`config.mk`:
```
export PLATFORM = sky130hd
export DESIGN_NAME = planar_dead_reckoning_core
export DESIGN_NICKNAME = d
export VERILOG_FILES = /design/src/hw/rtl/pdr_pkg.sv /design/src/hw/rtl/pdr_mul.sv /design/src/hw/rtl/planar_dead_reckoning_core.sv
export VERILOG_INCLUDE_DIRS = /design/src /design/src/hw/rtl
export SDC_FILE = /design/constraint.sdc
export NUM_CORES = 2
export LEC_CHECK = 0
export ABC_AREA = 1
export BUFFER_PORTS_ARGS = -buffer_cell sky130_fd_sc_hd__buf_2
export CAP_MARGIN = 10
export CORE_MARGIN = 2
export CORE_UTILIZATION = 55
export CTS_CLUSTER_SIZE = 10
export DETAILED_ROUTE_END_ITERATION = 6
export GPL_TIMING_DRIVEN = 0
export PLACE_DENSITY = 0.82
export SYNTH_ARGS = -nofsm -noshare
export SYNTH_HDL_FRONTEND = slang
export SYNTH_SLANG_ARGS = --single-unit
```
`constraint.sdc`:
```
create_clock -name i_clk -period 12.51 [get_ports i_clk]
set_clock_uncertainty 0.05 [all_clocks]
set_input_delay 1.8765 -clock i_clk [delete_from_list [all_inputs] [get_ports i_clk]]
set_output_delay 1.8765 -clock i_clk [all_outputs]
set_load 0.02 [all_outputs]
```
`src/hw/rtl/planar_dead_reckoning_core_assert.svh`:
```
// Assertion helpers for the dead-reckoning core.
`ifndef PLANAR_DEAD_RECKONING_CORE_ASSERT_SVH
`define PLANAR_DEAD_RECKONING_CORE_ASSERT_SVH

// Same-cycle implication, disabled while reset is low.
`define PDR_ASSERT_NOW(label, clk, rst_n, ante, cons, msg) \
    label: assert property (@(posedge clk) disable iff (!rst_n) (ante) |-> (cons)) \
        else $error(msg);

// Next-cycle implication, disabled while reset is low.
`define PDR_ASSERT_NEXT(label, clk, rst_n, ante, cons, msg) \
    label: assert property (@(posedge clk) disable iff (!rst_n) (ante) |=> (cons)) \
        else $error(msg);

`endif

```
`src/hw/rtl/pdr_pkg.sv`:
```
`default_nettype none

package pdr_pkg;

    localparam int CORDIC_STEPS = 16;
    localparam int CORDIC_ITERS = (CORDIC_STEPS < 32) ? CORDIC_STEPS : 32;
    localparam int ITER_W       = 5;
    localparam logic [ITER_W-1:0] ITER_LAST = ITER_W'(CORDIC_ITERS - 1);

    // Rotator lanes are Q4.26 plus headroom for quarter turns and gain.
    localparam int CORD_W  = 34;
    localparam int MUL_A_W = CORD_W;
    localparam int MUL_B_W = 32;
    localparam int PROD_W  = MUL_A_W + MUL_B_W;

    localparam logic signed [MUL_B_W-1:0] GAIN_Q30       = 32'sd652032874;
    localparam logic signed [MUL_B_W-1:0] RAD_TO_BAM_Q29 = 32'sd1367130551;

    // Arctangent of 2^-i as a binary angle.
    function automatic logic [31:0] atan_bam(input logic [ITER_W-1:0] idx);
        logic [31:0] v;
        case (idx)
            5'd0:    v = 32'd536870912;
            5'd1:    v = 32'd316933406;
            5'd2:    v = 32'd167458907;
            5'd3:    v = 32'd85004756;
            5'd4:    v = 32'd42667331;
            5'd5:    v = 32'd21354465;
            5'd6:    v = 32'd10679838;
            5'd7:    v = 32'd5340245;
            5'd8:    v = 32'd2670163;
            5'd9:    v = 32'd1335087;
            5'd10:   v = 32'd667544;
            5'd11:   v = 32'd333772;
            5'd12:   v = 32'd166886;
            5'd13:   v = 32'd83443;
            5'd14:   v = 32'd41722;
            5'd15:   v = 32'd20861;
            5'd16:   v = 32'd10430;
            5'd17:   v = 32'd5215;
            5'd18:   v = 32'd2608;
            5'd19:   v = 32'd1304;
            5'd20:   v = 32'd652;
            5'd21:   v = 32'd326;
            5'd22:   v = 32'd163;
            5'd23:   v = 32'd81;
            5'd24:   v = 32'd41;
            5'd25:   v = 32'd20;
            5'd26:   v = 32'd10;
            5'd27:   v = 32'd5;
            5'd28:   v = 32'd3;
            5'd29:   v = 32'd1;
            5'd30:   v = 32'd1;
            default: v = 32'd0;
        endcase
        return v;
    endfunction

endpackage

`default_nettype wire

```
`src/hw/rtl/pdr_mul.sv`:
```
`default_nettype none

// Shared signed multiplier with a registered product.
module pdr_mul (
    input  wire logic                                 i_clk,
    input  wire logic                                 i_en,
    input  wire logic signed [pdr_pkg::MUL_A_W-1:0]   i_a,
    input  wire logic signed [pdr_pkg::MUL_B_W-1:0]   i_b,
    output logic signed      [pdr_pkg::PROD_W-1:0]    o_prod
);

    logic signed [pdr_pkg::PROD_W-1:0] r_prod;
    logic signed [pdr_pkg::PROD_W-1:0] n_prod;

    assign n_prod = pdr_pkg::PROD_W'(i_a) * pdr_pkg::PROD_W'(i_b);

    always_ff @(posedge i_clk) begin
        if (i_en) begin
            r_prod <= n_prod;
        end
    end

    assign o_prod = r_prod;

endmodule

`default_nettype wire

```
`src/hw/rtl/planar_dead_reckoning_core.sv`:
```
`default_nettype none

// Planar dead-reckoning core. Each accepted item is one odometry tick: body
// velocities (forward, sideways, Q4.12 m/s), yaw rate (Q4.12 rad/s) and the
// elapsed time (2^-16 s). The core turns the velocity by the stored heading
// (exact quarter turn, then a CORDIC rotator of CORDIC_ITERS steps), corrects
// the CORDIC gain, scales by the elapsed time and adds into x and y (Q16.16 m,
// wrapping). Only then is yaw rate times time added to the heading, a 32-bit
// binary angle where 2^32 is a full turn. One result item, the updated pose,
// follows every tick. After accept the core makes the quarter turn, runs the
// one-step-per-cycle CORDIC loop, then makes six passes through the single
// shared multiplier (two gain corrections, two time scalings, two for the
// heading step), steps the heading and publishes; only then, back in idle,
// is the next tick taken. The result sits in its own output register, so a
// new tick is accepted while the previous pose waits to be taken; the core
// only stalls, before publishing, while that register is still full.
module planar_dead_reckoning_core (
    input  wire logic               i_clk,
    input  wire logic               i_rst_n,
    input  wire logic               i_in_valid,
    output logic                    o_in_ready,
    input  wire logic signed [15:0] i_vel_forward,
    input  wire logic signed [15:0] i_vel_side,
    input  wire logic signed [15:0] i_yaw_rate,
    input  wire logic        [15:0] i_elapsed_time,
    output logic                    o_out_valid,
    input  wire logic               i_out_ready,
    output logic signed [31:0]      o_pose_x,
    output logic signed [31:0]      o_pose_y,
    output logic        [31:0]      o_pose_heading
);

    localparam int CW = pdr_pkg::CORD_W;
    localparam int PW = pdr_pkg::PROD_W;

    // Rounding offsets: half of the last kept unit.
    localparam logic signed [PW-1:0] HALF26 = PW'(1) <<< 25;
    localparam logic signed [PW-1:0] HALF29 = PW'(1) <<< 28;
    localparam logic signed [PW-1:0] HALF30 = PW'(1) <<< 29;

    typedef enum logic [3:0] {
        ST_IDLE,  // wait for a tick
        ST_ROT,   // quarter turn, load residual angle
        ST_ITER,  // CORDIC micro-rotations
        ST_GX,    // x times gain
        ST_GY,    // round x, y times gain
        ST_DX,    // round y, x times dt
        ST_DY,    // step x, y times dt
        ST_W1,    // step y, yaw rate times dt
        ST_W2,    // times rad-to-angle scale
        ST_HD,    // step heading
        ST_DONE   // publish pose once the output register is free
    } t_state;

    t_state r_state, n_state;
    logic [pdr_pkg::ITER_W-1:0] r_iter, n_iter;

    // Latched tick.
    logic signed [15:0] r_vf, n_vf;
    logic signed [15:0] r_vs, n_vs;
    logic signed [15:0] r_wz, n_wz;
    logic        [15:0] r_dt, n_dt;

    // Rotator lanes and residual angle.
    logic signed [CW-1:0] r_cx, n_cx;
    logic signed [CW-1:0] r_cy, n_cy;
    logic signed [31:0]   r_z,  n_z;

    // Pose state.
    logic [31:0] r_pos_x, n_pos_x;
    logic [31:0] r_pos_y, n_pos_y;
    logic [31:0] r_head,  n_head;

    // Output register.
    logic        r_out_valid, n_out_valid;
    logic [31:0] r_out_x, n_out_x;
    logic [31:0] r_out_y, n_out_y;
    logic [31:0] r_out_h, n_out_h;

    // Shared multiplier.
    logic                               mul_en;
    logic signed [pdr_pkg::MUL_A_W-1:0] mul_a;
    logic signed [pdr_pkg::MUL_B_W-1:0] mul_b;
    logic signed [PW-1:0]               w_prod;

    pdr_mul u_mul (
        .i_clk  (i_clk),
        .i_en   (mul_en),
        .i_a    (mul_a),
        .i_b    (mul_b),
        .o_prod (w_prod)
    );

    // Quarter-turn split of the heading.
    logic [1:0]           w_q;
    logic [31:0]          w_res;
    logic signed [CW-1:0] w_x0, w_y0;
    // CORDIC step.
    logic signed [CW-1:0] w_sx, w_sy;
    logic signed [31:0]   w_atan;
    // Rounded products.
    logic signed [PW-1:0] w_rnd26, w_rnd29, w_rnd30;

    assign w_q   = r_head[31:30] + {1'b0, r_head[29]};
    assign w_res = r_head - {w_q, 30'b0};
    assign w_x0  = CW'(r_vf) <<< 14;
    assign w_y0  = CW'(r_vs) <<< 14;

    assign w_sx   = r_cx >>> r_iter;
    assign w_sy   = r_cy >>> r_iter;
    assign w_atan = signed'(pdr_pkg::atan_bam(r_iter));

    assign w_rnd26 = (w_prod + HALF26) >>> 26;
    assign w_rnd29 = (w_prod + HALF29) >>> 29;
    assign w_rnd30 = (w_prod + HALF30) >>> 30;

    assign o_in_ready = (r_state == ST_IDLE);

    always_comb begin
        n_state     = r_state;
        n_iter      = r_iter;
        n_vf        = r_vf;
        n_vs        = r_vs;
        n_wz        = r_wz;
        n_dt        = r_dt;
        n_cx        = r_cx;
        n_cy        = r_cy;
        n_z         = r_z;
        n_pos_x     = r_pos_x;
        n_pos_y     = r_pos_y;
        n_head      = r_head;
        n_out_valid = r_out_valid && !i_out_ready;
        n_out_x     = r_out_x;
        n_out_y     = r_out_y;
        n_out_h     = r_out_h;
        mul_en      = 1'b0;
        mul_a       = r_cx;
        mul_b       = pdr_pkg::GAIN_Q30;

        case (r_state)
            ST_IDLE: begin
                if (i_in_valid) begin
                    n_vf    = i_vel_forward;
                    n_vs    = i_vel_side;
                    n_wz    = i_yaw_rate;
                    n_dt    = i_elapsed_time;
                    n_state = ST_ROT;
                end
            end
            ST_ROT: begin
                // Turn exactly by the quarter turns, keep the residual for CORDIC.
                case (w_q)
                    2'd0: begin
                        n_cx = w_x0;
                        n_cy = w_y0;
                    end
                    2'd1: begin
                        n_cx = -w_y0;
                        n_cy = w_x0;
                    end
                    2'd2: begin
                        n_cx = -w_x0;
                        n_cy = -w_y0;
                    end
                    default: begin
                        n_cx = w_y0;
                        n_cy = -w_x0;
                    end
                endcase
                n_z     = signed'(w_res);
                n_iter  = '0;
                n_state = ST_ITER;
            end
            ST_ITER: begin
                if (!r_z[31]) begin
                    n_cx = r_cx - w_sy;
                    n_cy = r_cy + w_sx;
                    n_z  = r_z - w_atan;
                end else begin
                    n_cx = r_cx + w_sy;
                    n_cy = r_cy - w_sx;
                    n_z  = r_z + w_atan;
                end
                if (r_iter == pdr_pkg::ITER_LAST) begin
                    n_iter  = '0;
                    n_state = ST_GX;
                end else begin
                    n_iter = r_iter + 1'b1;
                end
            end
            ST_GX: begin
                mul_en  = 1'b1;
                mul_a   = r_cx;
                mul_b   = pdr_pkg::GAIN_Q30;
                n_state = ST_GY;
            end
            ST_GY: begin
                n_cx    = w_rnd30[CW-1:0];
                mul_en  = 1'b1;
                mul_a   = r_cy;
                mul_b   = pdr_pkg::GAIN_Q30;
                n_state = ST_DX;
            end
            ST_DX: begin
                n_cy    = w_rnd30[CW-1:0];
                mul_en  = 1'b1;
                mul_a   = r_cx;
                mul_b   = {16'h0000, r_dt};
                n_state = ST_DY;
            end
            ST_DY: begin
                n_pos_x = r_pos_x + w_rnd26[31:0];
                mul_en  = 1'b1;
                mul_a   = r_cy;
                mul_b   = {16'h0000, r_dt};
                n_state = ST_W1;
            end
            ST_W1: begin
                n_pos_y = r_pos_y + w_rnd26[31:0];
                mul_en  = 1'b1;
                mul_a   = CW'(r_wz);
                mul_b   = {16'h0000, r_dt};
                n_state = ST_W2;
            end
            ST_W2: begin
                // Yaw rate times dt fits in 32 signed bits.
                mul_en  = 1'b1;
                mul_a   = w_prod[CW-1:0];
                mul_b   = pdr_pkg::RAD_TO_BAM_Q29;
                n_state = ST_HD;
            end
            ST_HD: begin
                n_head  = r_head + w_rnd29[31:0];
                n_state = ST_DONE;
            end
            ST_DONE: begin
                // Hold the pose until the output register frees up.
                if (!r_out_valid || i_out_ready) begin
                    n_out_valid = 1'b1;
                    n_out_x     = r_pos_x;
                    n_out_y     = r_pos_y;
                    n_out_h     = r_head;
                    n_state     = ST_IDLE;
                end
            end
            default: begin
                n_state = ST_IDLE;
            end
        endcase
    end

    always_ff @(posedge i_clk) begin
        if (!i_rst_n) begin
            r_state     <= ST_IDLE;
            r_iter      <= '0;
            r_pos_x     <= '0;
            r_pos_y     <= '0;
            r_head      <= '0;
            r_out_valid <= 1'b0;
        end else begin
            r_state     <= n_state;
            r_iter      <= n_iter;
            r_pos_x     <= n_pos_x;
            r_pos_y     <= n_pos_y;
            r_head      <= n_head;
            r_out_valid <= n_out_valid;
        end
        r_vf    <= n_vf;
        r_vs    <= n_vs;
        r_wz    <= n_wz;
        r_dt    <= n_dt;
        r_cx    <= n_cx;
        r_cy    <= n_cy;
        r_z     <= n_z;
        r_out_x <= n_out_x;
        r_out_y <= n_out_y;
        r_out_h <= n_out_h;
    end

    assign o_out_valid    = r_out_valid;
    assign o_pose_x       = r_out_x;
    assign o_pose_y       = r_out_y;
    assign o_pose_heading = r_out_h;

`include "planar_dead_reckoning_core_assert.svh"

`PDR_ASSERT_NEXT(a_busy_after_accept, i_clk, i_rst_n, i_in_valid && o_in_ready, !o_in_ready, "core took a second item while busy")
`PDR_ASSERT_NOW(a_iter_idle, i_clk, i_rst_n, r_state != ST_ITER, r_iter == '0, "iteration count left over outside the rotator loop")
`PDR_ASSERT_NEXT(a_head_only_in_hd, i_clk, i_rst_n, r_state != ST_HD, $stable(r_head), "heading moved outside its update step")
`PDR_ASSERT_NEXT(a_zero_dt_x, i_clk, i_rst_n, r_state == ST_DY && r_dt == 16'h0000, $stable(r_pos_x), "x moved on a tick with zero elapsed time")

endmodule

`default_nettype wire
```
==> results.md <==
* Vias in the first global route at 66718
* Clock root buffer: clkbuf_16
* Initial antenna violation count at 56
* Tcrit/Tclk final at 97.80%
* Cts bufs inserted at 60
* CP arrival at 12.66 ns
* CP max-delay cell: nor2_1
* Largest stage delay, worst path at 0.77 ns
* Unique masters post-synth at 67
* Slew at the pin closest to its max-slew limit at 1.686 ns
* Average size of a mapped cell at 7.857 µm²
* Crit-path max FO at 10
* Final cell count without fillers at 10860
* Most frequent cells in the layout: inv_1 (1708), nand2_1 (1505), nor2_1 (1058)
* Wire per inst at 29.14 µm
* First-pass DRT Iterations at 7
* Achievable Freq at 81.74 MHz
* ANT nets after route at 0
* Chip height at 359.4 µm
* IO buf count at 165
* CP Launch Type: flop
* Asr flop ratio synth at 0%
* Row cnt at 130
* Fill count at 11260
* Worst path buffer plus inverter count at 10
* Hold buffers post-CTS at 0
* Fin. Hold Viols at 0
* Setup TNS at 0 ns
* TritonCTS Sinks at 460
* Post-synth EDFFs at 324
* HPWL after DPL at 262400 µm
* H-tree levels at 2
* Worst skew pair latency at 0.74 ns
* Area of the multi-input gates at 49470 µm²
* #FFs+latches synth at 460
* DP Cell Count at 10713
* Final setup fails at 0
* Post-Synth Adder-Cell Area at 36.48%
* CP delay by family, top: adder cells
* Most common cell after layout, fill and taps aside: inv_1
* DR vias/cell at 6.230
* Routability congestion estimate at 1.129
* Synthesized instance count at 8840
* Final max-slew violation count at 9
* CTS max path bufs at 3
* Post-synth top area cell: fa_1
* Unrepaired setup endpoints after global routing: no
* Max Cap Violations at 3
* Combinational family with the most area after synthesis: adder cells
* Fin nets at 10642
* Reg area at 12450 µm²
* Xor/xnor share of the synthesized area at 4.626%
* Mux cell area share after synthesis at 0.04323%
* Syn Std Cell Area at 69460 µm²
* Area growth, synth to finish at 7.982%
* Compound-Gate Fraction of Synth Area at 9.805%
* Relative slew margins at -13.61%
* Largest net degree at the start of global routing at 65
* Ports at 166
* Post-CTS sizing at 0
* Clock-pin slew on the worst setup and hold paths at 0.06 ns
* Setup Fix Bufs, Post-CTS at 0
* Die extent in x at 359.4 µm
* Sequential element share of the synthesized area at 17.93%
* Critical path capture point type: flop
* TritonCTS clock tree: built
* Hold/Removal Path Class: reg2reg
* Ys flop type: edfxtp_1
* Worst EP required at 12.94 ns
* First-pass GRT wire length at 449100 µm
* Vias after detailed routing at 67663
* Initial Utilization at 55.38%
* DRC Markers at 2
* Top cell type's share of synthesized area at 28.16%
* 1st-iter DRT viols at 9835
* Core Region at 125400 µm²
* Fin crit period at 12.23 ns
* Layout cells sized above 1 at 5.509%
* Yosys warns at 0
* WL final at 316400 µm
* GRT overflow at 0
* GRT Util Overall at 48.35%
* DIE AREA at 129100 µm²
* Top post-synthesis cells by area: fa_1 (28%), edfxtp_1 (14%), inv_1 (9.2%)
* Failing checks: design-rule violations, max-capacitance violations, max-slew violations
* Status: complete, but fails checks
* Kind of critical path: reg2reg
* Simple-Gate Fraction of Synth Area at 19.94%
* Max reg flops at 64
[cell families after synthesis]
kind of cell	after synthesis
AO/OA/AOI/OAI	1197
XOR/XNOR	366
adder cells (fa/ha/maj)	1439
buffers and inverters	2015
flip-flops	460
multiplexers	3
other	2
AND/OR/NAND/NOR	3358
[Yosys cell counts, types with 41 or more instances]
master and n:
inv_1 1708, nand2_1 1507, nor2_1 1060, fa_1 977
nand3_1 547, ha_1 462, a21oi_1 452, o21ai_0 400
edfxtp_1 324, xor2_1 259, clkbuf_1 155, dfxtp_1 136
xnor2_1 106, nor3_1 91, buf_2 74, nand4_1 49
a31oi_1 45, o221ai_1 41
[metal layers]
metal	global-route usage [%]	wire [µm]	vias up
met1	61.22	116100	32539
met2	68.90	127200	5295
met3	17.12	45000	1350
li1	-	-	28441
met5	0	224	-
met4	33.83	27890	38
[area by class of cell]
| type | instances | area share, % |
|---|---|---|
| antenna | 25 | 0.08341 |
| buffer | 274 | 1.620 |
| clock buffer | 93 | 2.279 |
| clock inverter | 19 | 0.3754 |
| inverter | 1741 | 8.717 |
| multi-input combinational | 6400 | 65.96 |
| sequential | 460 | 16.60 |
| tap | 1650 | 2.753 |
| timing repair buffer | 198 | 1.613 |
[worst paths after layout]
path / startpoint / to / slack [ns] / cells after the start
min reg2reg: r_pos_x[31] / o_pose_x[31] / 0.39 / 0
max: r_state[0] / u_mul.o_prod[53] / 0.28 / 34
min: r_pos_x[31] / o_pose_x[31] / 0.39 / 0
max reg2reg: r_state[0] / u_mul.o_prod[53] / 0.28 / 34
[stage by stage]
stage / hold slack, ns / setup WS [ns] / util [%] / area [µm²]
after detailed placement: 0.3670 / 0.7821 / 58.07 / 72830
final: 0.3869 / 0.2756 / 59.80 / 75000
after global routing: 0.3943 / 0.2579 / 59.76 / 74950
after CTS: 0.3906 / 0.7530 / 59.66 / 74820
after floorplan: 0.3582 / 3.860 / - / 69590
after global placement: 0.3697 / 0.8263 / 57.79 / 72480
Power is not shown: default switching activity piles up to over one toggle a cycle in this logic, so the estimate is an artifact.
